[src/rtl/bmmd_pkg.sv]
`timescale 1ns / 1ps
`default_nettype none

package bmmd_pkg;

  localparam int unsigned AddrW     = 16;
  localparam int unsigned DataW     = 8;
  localparam int unsigned IndexW    = 21;
  localparam int unsigned RomBankW  = 7;
  localparam int unsigned RamBankW  = 2;
  localparam int unsigned CfgAddrW  = 3;

  localparam logic [AddrW-1:0] EchoLo  = 16'hE000;
  localparam logic [AddrW-1:0] EchoHi  = 16'hFE00;
  localparam logic [AddrW-1:0] EchoOff = 16'h2000;
  localparam logic [AddrW-1:0] VramLo  = 16'h8000;
  localparam logic [AddrW-1:0] ExtLo   = 16'hA000;
  localparam logic [AddrW-1:0] WorkLo  = 16'hC000;
  localparam logic [AddrW-1:0] OamLo   = 16'hFE00;
  localparam logic [AddrW-1:0] HoleLo  = 16'hFEA0;
  localparam logic [AddrW-1:0] IoLo    = 16'hFF00;
  localparam logic [AddrW-1:0] HramLo  = 16'hFF80;
  localparam logic [AddrW-1:0] IeAddr  = 16'hFFFF;

  localparam logic [RomBankW-1:0] RomBankReset = 7'd1;
  localparam logic [DataW-1:0]    RamBankMax   = 8'd3;

  typedef enum logic [1:0] {
    KIND_NONE = 2'd0,
    KIND_MBC1 = 2'd1,
    KIND_MBC2 = 2'd2,
    KIND_MBC3 = 2'd3
  } ctrl_kind_e;

  typedef enum logic [CfgAddrW-1:0] {
    CFG_CONTROLLER_KIND = 3'd0
  } cfg_addr_e;

  typedef enum logic [3:0] {
    REGION_ROM   = 4'd0,
    REGION_VRAM  = 4'd1,
    REGION_EXT   = 4'd2,
    REGION_WORK  = 4'd3,
    REGION_OAM   = 4'd4,
    REGION_IO    = 4'd5,
    REGION_HRAM  = 4'd6,
    REGION_HOLE  = 4'd7,
    REGION_IE    = 4'd8,
    REGION_BANK  = 4'd9
  } region_e;

  typedef enum logic [1:0] {
    WIN_RAM_ENABLE = 2'd0,
    WIN_ROM_BANK   = 2'd1,
    WIN_RAM_BANK   = 2'd2,
    WIN_MODE       = 2'd3
  } bank_win_e;

  typedef struct packed {
    logic              mode;
    logic [AddrW-1:0]  address;
    logic [DataW-1:0]  write_data;
  } req_t;

  typedef struct packed {
    logic [3:0]        region;
    logic [IndexW-1:0] mem_index;
    logic              mem_write;
    logic [DataW-1:0]  read_value;
  } rsp_t;

  typedef struct packed {
    logic [RomBankW-1:0] rom_bank;
    logic [RamBankW-1:0] ram_bank;
    logic                bank_mode;
    logic [DataW-1:0]    interrupt_enable;
  } bank_state_t;

  typedef struct packed {
    logic              bank_we;
    logic              ie_we;
    bank_win_e         window;
    logic [DataW-1:0]  data;
  } bank_upd_t;

endpackage

`default_nettype wire

[src/rtl/bmmd_decode.sv]
`timescale 1ns / 1ps
`default_nettype none

module bmmd_decode
  import bmmd_pkg::*;
(
  input  req_t        req_i,
  input  bank_state_t state_i,
  output rsp_t        rsp_o,
  output bank_upd_t   upd_o
);

  logic [AddrW-1:0] addr;
  logic             wr;
  region_e          region;
  logic [IndexW-1:0] index;
  logic             mem_region;

  assign wr = req_i.mode;

  always_comb begin
    addr = req_i.address;
    if (addr >= EchoLo && addr < EchoHi) begin
      addr = addr - EchoOff;
    end
  end

  always_comb begin
    region     = REGION_HOLE;
    index      = '0;
    mem_region = 1'b0;
    priority if (addr < VramLo) begin
      if (wr) begin
        region = REGION_BANK;
      end else begin
        region = REGION_ROM;
        if (addr[14]) begin
          index = {state_i.rom_bank, addr[13:0]};
        end else begin
          index = {7'd0, addr[13:0]};
        end
      end
    end else if (addr < ExtLo) begin
      region     = REGION_VRAM;
      index      = {8'd0, addr[12:0]};
      mem_region = 1'b1;
    end else if (addr < WorkLo) begin
      region     = REGION_EXT;
      index      = {6'd0, state_i.ram_bank, addr[12:0]};
      mem_region = 1'b1;
    end else if (addr < EchoLo) begin
      region     = REGION_WORK;
      index      = {8'd0, addr[12:0]};
      mem_region = 1'b1;
    end else if (addr < HoleLo) begin
      region     = REGION_OAM;
      index      = {13'd0, addr[7:0]};
      mem_region = 1'b1;
    end else if (addr < IoLo) begin
      region = REGION_HOLE;
    end else if (addr < HramLo) begin
      region     = REGION_IO;
      index      = {14'd0, addr[6:0]};
      mem_region = 1'b1;
    end else if (addr < IeAddr) begin
      region     = REGION_HRAM;
      index      = {14'd0, addr[6:0]};
      mem_region = 1'b1;
    end else begin
      region = REGION_IE;
    end
  end

  always_comb begin
    rsp_o.region     = region;
    rsp_o.mem_index  = index;
    rsp_o.mem_write  = mem_region & wr;
    rsp_o.read_value = '0;
    if (region == REGION_IE) begin
      rsp_o.read_value = wr ? req_i.write_data : state_i.interrupt_enable;
    end
  end

  always_comb begin
    upd_o.bank_we = (region == REGION_BANK);
    upd_o.ie_we   = (region == REGION_IE) & wr;
    upd_o.window  = bank_win_e'(addr[14:13]);
    upd_o.data    = req_i.write_data;
  end

endmodule

`default_nettype wire

[src/rtl/bmmd_bank_regs.sv]
`timescale 1ns / 1ps
`default_nettype none

module bmmd_bank_regs
  import bmmd_pkg::*;
(
  input  logic        clk_i,
  input  logic        rst_ni,
  input  logic        fire_i,
  input  ctrl_kind_e  kind_i,
  input  bank_upd_t   upd_i,
  output bank_state_t state_o
);

  bank_state_t state_q, state_d;
  logic [DataW-1:0] v;

  assign v = upd_i.data;

  always_comb begin
    state_d = state_q;
    if (fire_i && upd_i.ie_we) begin
      state_d.interrupt_enable = v;
    end
    if (fire_i && upd_i.bank_we) begin
      unique case (kind_i)
        KIND_MBC1: begin
          unique case (upd_i.window)
            WIN_ROM_BANK: begin
              state_d.rom_bank[4:0] = (v[4:0] == 5'd0) ? 5'd1 : v[4:0];
            end
            WIN_RAM_BANK: begin
              if (!state_q.bank_mode) begin
                state_d.rom_bank[6:5] = v[1:0];
              end else begin
                state_d.ram_bank = v[1:0];
              end
            end
            WIN_MODE: begin
              state_d.bank_mode = v[0];
              if (v == '0) begin
                state_d.ram_bank = '0;
              end else begin
                state_d.rom_bank[6:5] = 2'd0;
              end
            end
            default: ;
          endcase
        end
        KIND_MBC2: begin
          if (upd_i.window == WIN_ROM_BANK && !v[4]) begin
            state_d.rom_bank = {3'd0, v[3:0]};
          end
        end
        KIND_MBC3: begin
          if (upd_i.window == WIN_ROM_BANK) begin
            state_d.rom_bank = v[6:0];
          end else if (upd_i.window == WIN_RAM_BANK && v <= RamBankMax) begin
            state_d.ram_bank = v[1:0];
          end
        end
        default: ;
      endcase
    end
  end

  always_ff @(posedge clk_i or negedge rst_ni) begin
    if (!rst_ni) begin
      state_q.rom_bank         <= RomBankReset;
      state_q.ram_bank         <= '0;
      state_q.bank_mode        <= 1'b0;
      state_q.interrupt_enable <= '0;
    end else begin
      state_q <= state_d;
    end
  end

  assign state_o = state_q;

endmodule

`default_nettype wire

[src/rtl/banked_memory_map_decoder.sv]
`timescale 1ns / 1ps
`default_nettype none

// Decodes one 8-bit bus access a beat into its memory region and the physical byte index
// within that region, and keeps the ROM/RAM bank registers and the interrupt-enable byte.
// Each beat is captured in an input register and then decoded into a result register, so a
// new beat can be taken every cycle while the output is not stalled; the bank registers
// change in the decode cycle, so the next beat sees them. The controller kind is written
// over the APB port at offset 0, by the user only while no beat is pending; not enforced.

module banked_memory_map_decoder
  import bmmd_pkg::*;
(
  input  logic                clk_i,
  input  logic                rst_ni,

  input  logic                psel,
  input  logic                penable,
  input  logic                pwrite,
  input  logic [CfgAddrW-1:0] paddr,
  input  logic [31:0]         pwdata,
  output logic [31:0]         prdata,
  output logic                pready,

  input  logic                in_valid_i,
  output logic                in_ready_o,
  input  req_t                in_data_i,

  output logic                out_valid_o,
  input  logic                out_ready_i,
  output rsp_t                out_data_o
);

  ctrl_kind_e  kind_q;
  logic        cfg_we;

  req_t        req_q;
  logic        req_valid_q;
  rsp_t        rsp_q, rsp_d;
  logic        rsp_valid_q;
  logic        advance;
  bank_state_t state;
  bank_upd_t   upd;

  assign pready = 1'b1;
  assign cfg_we = psel & penable & pwrite & (paddr == CFG_CONTROLLER_KIND);

  always_ff @(posedge clk_i or negedge rst_ni) begin
    if (!rst_ni) begin
      kind_q <= KIND_NONE;
    end else if (cfg_we) begin
      kind_q <= ctrl_kind_e'(pwdata[1:0]);
    end
  end

  assign prdata = (paddr == CFG_CONTROLLER_KIND) ? {30'd0, kind_q} : 32'd0;

  assign advance    = req_valid_q & (~rsp_valid_q | out_ready_i);
  assign in_ready_o = ~req_valid_q | advance;

  always_ff @(posedge clk_i or negedge rst_ni) begin
    if (!rst_ni) begin
      req_valid_q <= 1'b0;
    end else if (in_ready_o) begin
      req_valid_q <= in_valid_i;
    end
  end

  always_ff @(posedge clk_i) begin
    if (in_ready_o && in_valid_i) begin
      req_q <= in_data_i;
    end
  end

  bmmd_decode u_decode (
    .req_i   (req_q),
    .state_i (state),
    .rsp_o   (rsp_d),
    .upd_o   (upd)
  );

  bmmd_bank_regs u_bank_regs (
    .clk_i   (clk_i),
    .rst_ni  (rst_ni),
    .fire_i  (advance),
    .kind_i  (kind_q),
    .upd_i   (upd),
    .state_o (state)
  );

  always_ff @(posedge clk_i or negedge rst_ni) begin
    if (!rst_ni) begin
      rsp_valid_q <= 1'b0;
    end else if (advance) begin
      rsp_valid_q <= 1'b1;
    end else if (out_ready_i) begin
      rsp_valid_q <= 1'b0;
    end
  end

  always_ff @(posedge clk_i) begin
    if (advance) begin
      rsp_q <= rsp_d;
    end
  end

  assign out_valid_o = rsp_valid_q;
  assign out_data_o  = rsp_q;

endmodule

`default_nettype wire
[config.mk]
export PLATFORM = sky130hd
export DESIGN_NAME = banked_memory_map_decoder
export DESIGN_NICKNAME = d
export VERILOG_FILES = /design/src/rtl/bmmd_pkg.sv /design/src/rtl/bmmd_decode.sv /design/src/rtl/bmmd_bank_regs.sv /design/src/rtl/banked_memory_map_decoder.sv
export SDC_FILE = /design/constraint.sdc
export NUM_CORES = 1
export LEC_CHECK = 0
export BUFFER_PORTS_ARGS = -buffer_cell sky130_fd_sc_hd__buf_4
export CORE_MARGIN = 2
export CORE_UTILIZATION = 55
export CTS_BUF_LIST = sky130_fd_sc_hd__clkbuf_4
export CTS_CLUSTER_SIZE = 14
export DETAILED_ROUTE_END_ITERATION = 12
export PLACE_DENSITY = 0.91
export SETUP_SLACK_MARGIN = 0.15
export SLEW_MARGIN = 20
export SYNTH_ARGS = -nofsm -noshare
export SYNTH_HDL_FRONTEND = slang
export SYNTH_SLANG_ARGS = --single-unit
[constraint.sdc]
create_clock -name clk_i -period 5.5 [get_ports clk_i]
set_clock_uncertainty 0.1 [all_clocks]
set_input_delay 0.55 -clock clk_i [delete_from_list [all_inputs] [get_ports clk_i]]
set_output_delay 0.55 -clock clk_i [all_outputs]
set_load 0.005 [all_outputs]
==> results of run 1 <==
state kept, by name, summed over array words and instances, names as in the netlist:
name and cells:
out_data_o 34, req_q 25, u_bank_regs.state_o 18, kind_q 2, out_valid_o 1, req_valid_q 1
metal layers:
layer / GRT usage [%] / wire (microns) / vias to the layer above
met3: 3.79 / 573 / 19
li1: - / - / 1077
met2: 33.6 / 3480 / 139
met4: 9.96 / 165 / 0
met5: 0 / 0 / -
met1: 25.5 / 2580 / 1111
worst paths after layout:
path / end / slack (ns)
worst min register to register: u_bank_regs.state_o[13] / 0.42
max in group asynchronous: u_bank_regs.state_o[11] / 4.56
min in group asynchronous: u_bank_regs.state_o[4] / 0.45
worst min-delay path: req_q[4] / 0.19
worst max-delay path: out_data_o[12] / 2.93
worst max register to register: out_data_o[12] / 2.93
layout make-up:
cell class,count,area [sq um]
flip-flops and latches,81,2320
fillers,447,2050
multi-input cells,169,1120
repair buffers,76,573
well taps,77,96.3
clock inverters,7,95.1
clock buffers,9,67.6
inverters,7,26.3
worst max-delay path: stages, from the launching register on:
cell and delay (ns):
edfxtp_1 0.54, inv_1 0.18, nor4_4 0.43, nand3_1 0.46, and3_1 0.44, and2_1 0.19
report_power, final:
| part | switching [uW] | internal (uW) |
|---|---|---|
| combinational | 69.7 | 75.7 |
| sequential | 38.5 | 714 |
| clock | 201 | 183 |
logic make-up after synthesis:
family | Yosys count
compound gates | 27
fa+ha+maj | 1
other cells | 2
buf+inv | 44
simple gates | 83
flops | 81
mux | 27
cell usage after synthesis (2+ instances only):
master | count | area (sq um)
buf_4 | 31 | 233
a32o_1 | 3 | 30.0
nor2b_1 | 2 | 12.5
mux2i_1 | 8 | 80.1
nand3_1 | 6 | 30.0
nand4_1 | 7 | 43.8
a31oi_1 | 2 | 12.5
o211ai_1 | 2 | 15.0
a21oi_1 | 5 | 25.0
and2_1 | 19 | 119
mux2_2 | 19 | 214
nor3_1 | 5 | 25.0
nand3b_1 | 2 | 15.0
nand2_1 | 8 | 30.0
inv_1 | 6 | 22.5
conb_1 | 2 | 7.51
o31ai_1 | 3 | 22.5
clkbuf_1 | 4 | 15.0
and4_1 | 2 | 17.5
o21a_1 | 2 | 15.0
and3_1 | 6 | 37.5
nand2b_1 | 3 | 18.8
o21ai_0 | 3 | 15.0
nor2_1 | 14 | 52.6
edfxtp_1 | 59 | 1770
dfrtp_1 | 21 | 526
stage by stage:
step                      hold WS, ns  power [uW]  area [sq um]  cells  utilization, %
final                           0.190        1280          4300    426            67.7
after global routing            0.164        1340          4300    426            67.7
after CTS                       0.177        1290          4300    426            67.7
after detailed placement        0.359         910          4130    409            65.0
after global placement          0.349         899          4130    409            65.0
after floorplan                 0.154         846          3720    294               -
==> results list, run 1 <==
- At the end of the flow, the number of nets in the layout was 412.
- Kind of end point of the critical path: register
* CTS Buffer Depth: 2
- Number of placed I/O pins: 136
- The startpoint identified for the worst hold timing path is in_data_i[4].
- Counting every instance in the synthesized netlist gives 265.
* Post-Synth Adder-Cell Area: 0.346%
- Critical R2R Launch: req_q[23]
* Pin count of the biggest net entering global routing: 35
- The final critical path takes up 46.7% of the cycle.
* Number of global-route vias before repair: 2,251
- Of the total synthesized cell area, the portion taken by AND, OR, NAND and NOR gates is 13.6%.
- # DRC: 0
- Maximum level of the CTS H-tree: 3
- The flow ran to the end, and the final reports show no timing, DRC or antenna violations.
- Cell chosen for the clock root: clkbuf_4
- The congestion estimate from routability-driven global placement came to 0.877.
- Overflow left after global routing: 0
- Std-Cell Core Area: 6350 sq um
- Number of vias per cell: 5.51
- For this run, the register share of the synthesized area comes to 64.3%.
* Number of storage elements in the synthesis netlist: 81
- Once the floorplan was initialized, standard cells occupied 56.9% of the core.
- TritonCTS built the clock tree.
- Adding up every negative setup slack in the final design gives 0 ns.
- The die covers 7230 sq um.
* Type of the worst setup path: register to register
* Syn_area_per_cell: 13.6 sq um
* Count of standard-cell rows: 29
- Number of optimization iterations in the first detailed-route pass: 5
* Area share of xor/xnor cells in the synthesized design: 0%
- The number of gates resized after CTS was 0.
* Buffers on Ports: 74
- For the worst flop-to-flop path, the logic depth is 5.
* Arrival time of the worst setup path: 2.65 ns
* Class of the most critical hold timing path: primary input to register
* Max VDD drop: 0.184 mV
* Total wire length after detailed routing: 6.80 mm
* Dominant combinational cell family by area after synthesis: simple AND/OR/NAND/NOR gates
- For this design the static power due to leakage is 0.00182 uW.
- Setup repair after global routing left no endpoint under its margin.
* Complex-gate fraction of the synthesized area: 5.61%
- Clock buffers created by TritonCTS: 9
- Count of antenna-violating nets left after detailed routing: 0
- Measured against its own limit, the worst slew margin works out to 43.9%.
- Based on the critical path, the design can be clocked at up to 389 MHz.
- The die is 85.1 microns tall.
- Async set or reset register ratio after synthesis: 27.2%
- The detailed router finished its first iteration with 267 violations.
* Final setup violating endpoints: 0
- In the synthesized netlist the dominant register cell turns out to be edfxtp_1.
- Number of synthesized flops with an enable pin: 59
- At the pin with the least slew margin, the transition time is 0.834 ns.
* Final critical-path required period: 2.57 ns
* Die span in x: 85.1 microns
- Launching element of the worst setup path: req_q[23]
- Data required time at the worst endpoint: 5.59 ns
- Mapped Area: 3610 sq um
* Type of origin of the critical path: register
- The first global-routing pass estimated 11.2 mm of wire.
* Number of library cell types mapped by synthesis: 47
- Slew Limit Fails: 0
* Most frequent cells in the layout: 75 x buf_4, 59 x edfxtp_1, 31 x conb_1
- Final hold violations: 0
* Global router's overall resource usage: 20.2%
* Fraction of final layout cells with drive strength greater than 1: 33.8%
- Placement-stage worst setup slack: 2.99 ns
- After synthesis, the share of cell area in mux cells is 8.14%.
* Count of clock tree sinks: 81
- After detailed routing, the average wire length per cell comes to 16.0 microns.
* Antenna fix cells: 0
* CTS clk-pin slew, worst paths: 0.13 ns
- Max-cap violations in this run came to 0.
- Detailed placement ended at an HPWL of 4.86 mm.
- Post-CTS Setup Bufs: 0
* Synthesis-to-finish area growth: 19.0%
- The number of antenna violations at the first check in global routing was 0.
* Count of warnings emitted by yosys: 0
- The number of hold buffers added after CTS was 1.
* Number of cells on the worst hold path: 1
* Pwr/cell area: 298 nW/um^2
- Across all layers, the routed design uses 2,346 vias.
- Skew-Pair Late Insertion Delay: 0.42 ns
- Leaving out fill and tap cells, the most frequent cell in the layout is buf_4.
- Crit Path Max Fanout: 11
- Setup ws final: 2.93 ns
Power figures use the tool's default switching activity.
==> run 2: changes to the inputs <==
CORE_UTILIZATION = 51   (was 55)
PLACE_DENSITY = 0.86   (was 0.91)
clock period = 2.6 ns   (was 5.5 ns; I/O delays follow)
==> run 2 against run 1 <==
  * Global-route usage shrank 1.5 points
  * Critical endpoint is now u_bank_regs.state_o[13]
  * Final area grew 9.7%
  * Utilization is 1.3 points higher
  * Total power rose by 130%
  * Largest power group unchanged
  * Highest routed layer unchanged
  * Die area up 7.5%
  * Hold slack got worse by 0.13 ns
  * Maximum frequency increased by 7.8%
  * Sequential power up 110%
  * Combinational power rose by 150%
  * Register-to-register slack lost 2.7 ns
==> results list, run 2 (synthesis gave the netlist of run 1 again) <==
- CTS Buffer Depth: 2 (unchanged)
- Class of the most critical hold timing path: primary input to register (unchanged)
- The worst-skew pair later-pin latency is 0.41 ns (was 0.42 ns).
- Number of nets at the end of the flow: 449 (was 412)
- Max incr delay on CP: 0.49 ns (was 0.54 ns)
- Period utilisation layout: 91.6% (was 46.7%)
- Most common cell after layout, fill and taps aside: buf_4 (unchanged)
- Fraction of final layout cells with drive strength greater than 1: 33.2% (was 33.8%)
* Clock buffers created by TritonCTS: 9 (unchanged)
- Data required time at the worst endpoint: 2.80 ns (was 5.59 ns)
- The starting density of the core came to 52.9% (was 56.9%).
- The count of buffering cells on the critical path with inverters included was 1 (unchanged).
* # DRC: 0 (unchanged)
* Antenna fix cells: 0 (unchanged)
- The area overhead of the layout relative to synthesis was 30.5% (was 19.0%).
- The largest net degree at the start of global routing is 35 (unchanged).
* Reg-to-reg endpoint: u_bank_regs.state_o[13] (was out_data_o[12])
* Overflow left after global routing: 0 (unchanged)
- Final standard cell area without fillers: 4720 sq um (was 4300 sq um)
- Number of antenna violations at the first check in global routing: 0 (unchanged)
- The wire length of the first global-routing pass was 10.9 mm (was 11.2 mm).
- Number of max-cap violations: 0 (unchanged)
* Critical R2R Launch: req_q[21] (was req_q[23])
- Number of global-route vias before repair: 2,311 (was 2,251)
- The detailed-placement wirelength estimate came to 4.64 mm (was 4.86 mm).
- The category of cells accounting for the largest share of critical-path delay was simple AND/OR/NAND/NOR gates (unchanged).
- The static leakage power was 0.00201 uW (was 0.00182 uW).
- RSZ-0062 raised after global routing: false (unchanged).
* FF-to-FF setup slack: 0.22 ns (was 2.93 ns)
- The count of clock tree sinks came to 81 (unchanged).
* Type of origin of the critical path: register (unchanged)
- The worst path arrival time was 2.58 ns (was 2.65 ns).
- The per-cell via count in the routed design is 5.02 (was 5.51).
* Number of flip-flops under the largest register name: 34 (unchanged)
- Worst hold path endpoint: req_valid_q (was req_q[4])
* Wire per inst: 14.6 microns (was 16.0 microns)
* Cell breakdown of the critical path: inv_2 -> ha_1 -> nand3_1 -> o21a_1 -> nor3_1 -> and2_1 -> mux2_2 (was inv_1 -> nor4_4 -> nand3_1 -> and3_1 -> and2_1)
- The number of placed I/O pins is 136 (unchanged).
- Buffers on Ports: 74 (unchanged)
- The maximum frequency from static timing analysis came to 420 MHz (was 389 MHz).
- The total number of vias came to 2,419 (was 2,346).
* Start point of the worst min-delay path: out_ready_i (was in_data_i[4])
* Final sum of negative setup slack: 0 ns (unchanged)
- Std-Cell Core Area: 6830 sq um (was 6350 sq um)
- Total die area: 7770 sq um (was 7230 sq um)
- The kind of capture point of the worst setup path is a register (unchanged).
* Detailed Route Iter0 Violations: 113 (was 267)
* Number of cells on the worst hold path: 3 (was 1)
- Worst-path cell with the longest stage delay: edfxtp_1 (unchanged)
* CTS clk-pin slew, worst paths: 0.12 ns (was 0.13 ns)
- Clock tree from TritonCTS: built (unchanged)
- GP Congestion: 0.874 (was 0.877)
- The maximum ir drop on the vdd rail came to 0.410 mV (was 0.184 mV).
* Number of optimization iterations in the first detailed-route pass: 4 (was 5)
* Slew Limit Fails: 0 (unchanged)
- Vertical die dimension: 88.2 microns (was 85.1 microns)
- Count of standard-cell rows: 30 (was 29)
- Crit Path Max Fanout: 6 (was 11)
* Count of antenna-violating nets left after detailed routing: 0 (unchanged)
* Cell chosen for the clock root: clkbuf_4 (unchanged)
* Maximum level of the CTS H-tree: 3 (unchanged)
- Layout fillers: 503 (was 447)
- The count of endpoints failing hold in the final timing report is 0 (unchanged).
- Pwr/cell area: 625 nW/um^2 (was 298 nW/um^2)
- Final setup violating endpoints: 0 (unchanged)
* Die span in x: 88.2 microns (was 85.1 microns)
* Total wire length after detailed routing: 7.06 mm (was 6.80 mm)
- Instance area after placement: 4210 sq um (was 4130 sq um)
- The number of cell instances on the worst register-to-register path was 7 (was 5).
* Final critical-path required period: 2.38 ns (was 2.57 ns)
- Result of the run: complete, no violations (unchanged)
- Global router's overall resource usage: 18.7% (was 20.2%)
- Most frequent cells in the layout: 84 x buf_4, 59 x edfxtp_1, 31 x conb_1 (was 75 x buf_4, 59 x edfxtp_1, 31 x conb_1).
- Type of the worst setup path: register to register (unchanged)
run 2: cell types whose count changed in the layout (fill, tap and decap cells not counted):
cell and delta:
inv_2 +1, clkinv_2 +1, and2_1 +1, clkinv_4 +1
clkinvlp_4 -3, and2_2 -1, clkinv_1 -1, buf_4 +9
inv_1 -1, dlygate4sd3_1 +28, bufinv_16 +2
run 2: worst max path at each step:
stage                          from                       to  slack [ns]  cells after the start
after floorplan           req_q[21]  u_bank_regs.state_o[12]        0.38                      8
after global placement    req_q[21]  u_bank_regs.state_o[14]        0.24                      7
after detailed placement  req_q[21]  u_bank_regs.state_o[13]        0.23                      7
after CTS                 req_q[21]  u_bank_regs.state_o[13]        0.21                      7
after global routing      req_q[21]  u_bank_regs.state_o[13]        0.15                      7
final                     req_q[21]  u_bank_regs.state_o[13]        0.22                      7
run 2: final cells by class:
type                       count  area, sq um  area share, %
sequential                    81         2320           49.3
timing repair buffer         113          921           19.5
clock inverter                 7          143           3.02
multi-input combinational    169         1120           23.7
tap                           96          120           2.55
inverter                       7         26.3          0.557
clock buffer                   9         67.6           1.43
run 2: timing repair:
item,4_1_cts,5_1_grt
hold buffers,29,0
setup buffers,0,1
hold endpoints to repair,50,0
endpoints found under the setup margin,0,6
resized for setup,0,1
run 2: routing by layer:
metal | part of all wire, % | GRT usage [%] | wire length [microns]
met1 | 42 | 24.4 | 2980
met2 | 51 | 31.0 | 3610
met4 | 1.1 | 9.37 | 81
met5 | 0 | 0 | 0
met3 | 5.4 | 2.36 | 383
run 2: report_power, final:
group	total [uW]	internal (uW)	leakage, uW	switching [uW]
clock network	1010	585	0.000110	420
logic	359	195	0.00104	163
registers	1580	1510	0.000865	74.3
run 2: worst register-to-register path: stages (launching register included):
cell	delay, ns
edfxtp_1	0.49
inv_2	0.16
ha_1	0.20
nand3_1	0.10
o21a_1	0.27
nor3_1	0.30
and2_1	0.29
mux2_2	0.36
run 2: metrics by stage:
step | power (uW) | cells | hold WS (ns) | setup WS (ns) | utilization (%)
finish | 2950 | 482 | 0.0562 | 0.217 | 69.0
global route | 3060 | 482 | 0.0710 | 0.147 | 69.0
CTS | 2960 | 481 | 0.0378 | 0.207 | 68.9
detailed placement | 1930 | 436 | 0.0674 | 0.227 | 61.6
global placement | 1910 | 436 | 0.0618 | 0.242 | 61.6
floorplan | 1790 | 294 | -0.136 | 0.385 | -
==> run 3: changes to the inputs <==
CORE_MARGIN = not set   (was 2)
SLEW_MARGIN = 10   (was 20)
==> run 3 against run 2 <==
  * Maximum frequency increased by 1.9%
  * Die area fell by 4.5%
  * Routed wire length decreased by 1.2%
  * Sequential cell count stayed put
  * Total power fell by 9.6%
  * Critical endpoint is now u_bank_regs.state_o[10]
  * Largest cell class unchanged
==> results list, run 3 (synthesis gave the netlist of run 1 again) <==
- The internal power of the cells was 2020 uW (was 2290 uW).
- Most frequent cells in the layout: 82 x buf_4, 59 x edfxtp_1, 31 x conb_1 (was 84 x buf_4, 59 x edfxtp_1, 31 x conb_1)
- Buffers on Ports: 74 (unchanged)
* Wire per inst: 14.5 microns (was 14.6 microns)
- Count of antenna-violating nets left after detailed routing: 0 (unchanged)
* Max frequency: 428 MHz (was 420 MHz)
- Number of global-route vias before repair: 2,298 (was 2,311)
- The placer congestion estimate came to 0.869 (was 0.874).
- The register clock-pin slew on the reported worst setup and hold paths was 0.11 ns (was 0.12 ns).
* Global router's overall resource usage: 20.5% (was 18.7%)
- The kind of path behind the tightest hold check is primary input to register (unchanged).
- Switching pwr: 647 uW (was 658 uW)
* Crit Path Max Fanout: 7 (was 6)
* Wire length of the first global-routing pass: 11.4 mm (was 10.9 mm)
* Die span in x: 86.2 microns (was 88.2 microns)
- Std-Cell Core Area: 6830 sq um (unchanged)
- The setup TNS is 0 ns (unchanged).
- The static leakage power came to 0.00197 uW (was 0.00201 uW).
- The area overhead of the layout relative to synthesis was 28.2% (was 30.5%).
* Total die area: 7430 sq um (was 7770 sq um)
- The met3 track utilization from global routing came to 4.38% (was 2.36%).
* Type of origin of the critical path: register (unchanged)
* Number of optimization iterations in the first detailed-route pass: 4 (unchanged)
* Final setup violating endpoints: 0 (unchanged)
- The detailed-placement wirelength estimate came to 4.66 mm (was 4.64 mm).
- The period utilization was 90.0% (was 91.6%).
- The largest net degree at the start of global routing was 35 (unchanged).
- The initial DRC count came to 183 (was 113).
- Number of nets at the end of the flow: 447 (was 449)
- The most common cell after layout, fill and taps aside is buf_4 (unchanged).
- The power share of the combinational group is 13.3% (was 12.2%).
- M2 GR Usage: 34.7% (was 31.0%)
- The TritonCTS clock tree was built (unchanged).
- Number of flip-flops under the largest register name: 34 (unchanged)
- The clock tree buffer depth was 2 (unchanged).
- Result of the run: complete, no violations (unchanged)
- Number of max-cap violations: 0 (unchanged)
- The starting density of the core came to 52.9% (unchanged).
- The worst-skew pair later-pin latency came to 0.43 ns (was 0.41 ns).
- RSZ-0062 raised after global routing: false (unchanged)
- Portion of total power attributed to the clock network: 27.2% (was 34.1%)
* Vertical die dimension: 86.2 microns (was 88.2 microns)
* Count of clock tree sinks: 81 (unchanged)
- The depth of the worst hold-timing path came to 3 (unchanged).
- Slew Limit Fails: 0 (unchanged)
- The fraction of final layout cells sized beyond drive strength 1 is 33.1% (was 33.2%).
- Overflow left after global routing: 0 (unchanged)
- Antenna fix cells: 0 (unchanged)
- The worst path arrival time is 2.56 ns (was 2.58 ns).
- The number of cell rows came to 30 (unchanged).
- Number of placed I/O pins: 136 (unchanged)
- The kind of capture point of the worst setup path was a register (unchanged).
- The count of endpoints failing hold in the final timing report is 0 (unchanged).
- The detailed-route DRC error count was 0 (unchanged).
* Depth of the most critical reg-to-reg path: 7 (unchanged)
- Pwr/cell area: 575 nW/um^2 (was 625 nW/um^2)
- Max VDD drop: 0.425 mV (was 0.410 mV)
- The type of the worst setup path is register to register (unchanged).
- The per-cell via count in the routed design was 5.08 (was 5.02).
- The number of H-tree levels came to 3 (unchanged).
* Share of total power consumed by net switching: 24.3% (was 22.3%)
* Vias: 2,437 (was 2,419)
- Final critical-path required period: 2.34 ns (was 2.38 ns)
- DP Cell Count: 433 (was 436)
- Flop pwr share: 59.5% (was 53.7%)
- The critical path required time is 2.82 ns (was 2.80 ns).
* Cell chosen for the clock root: clkbuf_4 (unchanged)
* Final cell count without fillers: 480 (was 482)
* Total power: 2670 uW (was 2950 uW)
- The number of antenna violations at the first check in global routing is 0 (unchanged).
- The most utilized layer in the global route result is met2 (unchanged).
- Total wire length after detailed routing: 6.98 mm (was 7.06 mm)
- The global-route met1 utilization came to 25.9% (was 24.4%).
- Clock buffers created by TritonCTS: 9 (unchanged)
## run 3: cell count changes in the layout (fill, tap and decap cells not counted)
cell and change:
buf_4 -2, clkinv_4 -1, and2_1 -1, clkinvlp_4 +1, and2_2 +1, bufinv_16 -3
clkinv_2 +1, clkbuf_4 +2
## run 3: what timing repair did
action                                  CTS  global route
endpoints found under the hold margin    50             0
gates resized for setup                   0             2
hold buffers                             29             0
endpoints found under the setup margin    0             6
setup buffers                             0             2
## run 3: final timing paths
kind	endpoint	start	slack [ns]
max	u_bank_regs.state_o[10]	req_q[21]	0.26
min	out_valid_o	out_ready_i	0.05
max reg2reg	u_bank_regs.state_o[10]	req_q[21]	0.26
min reg2reg	u_bank_regs.state_o[14]	u_bank_regs.state_o[14]	0.42
max in group asynchronous	u_bank_regs.state_o[11]	rst_ni	1.97
min in group asynchronous	u_bank_regs.state_o[13]	rst_ni	0.14
## run 3: final cells by class
class | instances | area (sq um)
Sequential cell | 81 | 2320
Multi-Input combinational cell | 169 | 1120
Clock buffer | 11 | 82.6
Fill cell | 506 | 2200
Clock inverter | 5 | 56.3
Timing Repair Buffer | 111 | 906
Tap cell | 96 | 120
Inverter | 7 | 26.3
## run 3: routing by layer
metal / wire, microns / part of all wire (%)
met5: 0 / 0
met4: 106 / 1.5
met3: 511 / 7.3
met2: 3560 / 51
met1: 2800 / 40
## run 3: power by group through the flow
stage               clock network, uW  logic (uW)  registers, uW
global placement                    0         301           1610
global route                      795         391           1600
finish                            725         354           1590
CTS                               738         351           1580
detailed placement                  0         315           1610
floorplan                           0         206           1580
## run 3: through the flow
stage | instance area, sq um | setup slack (ns) | utilization (%) | hold slack (ns)
2_1_floorplan | 3720 | 0.385 | - | -0.136
3_5_place_dp | 4190 | 0.232 | 61.3 | 0.0719
3_3_place_gp | 4190 | 0.277 | 61.3 | 0.0637
6_report | 4630 | 0.261 | 67.8 | 0.0531
4_1_cts | 4620 | 0.217 | 67.6 | 0.0323
5_1_grt | 4630 | 0.151 | 67.8 | 0.0565
## run 3: critical path: stages, from the launching register on
cell	delay (ns)
edfxtp_1	0.52
inv_2	0.16
ha_1	0.19
nand3_1	0.10
o21a_1	0.28
nor4_2	0.27
and4b_1	0.28
mux2_2	0.34
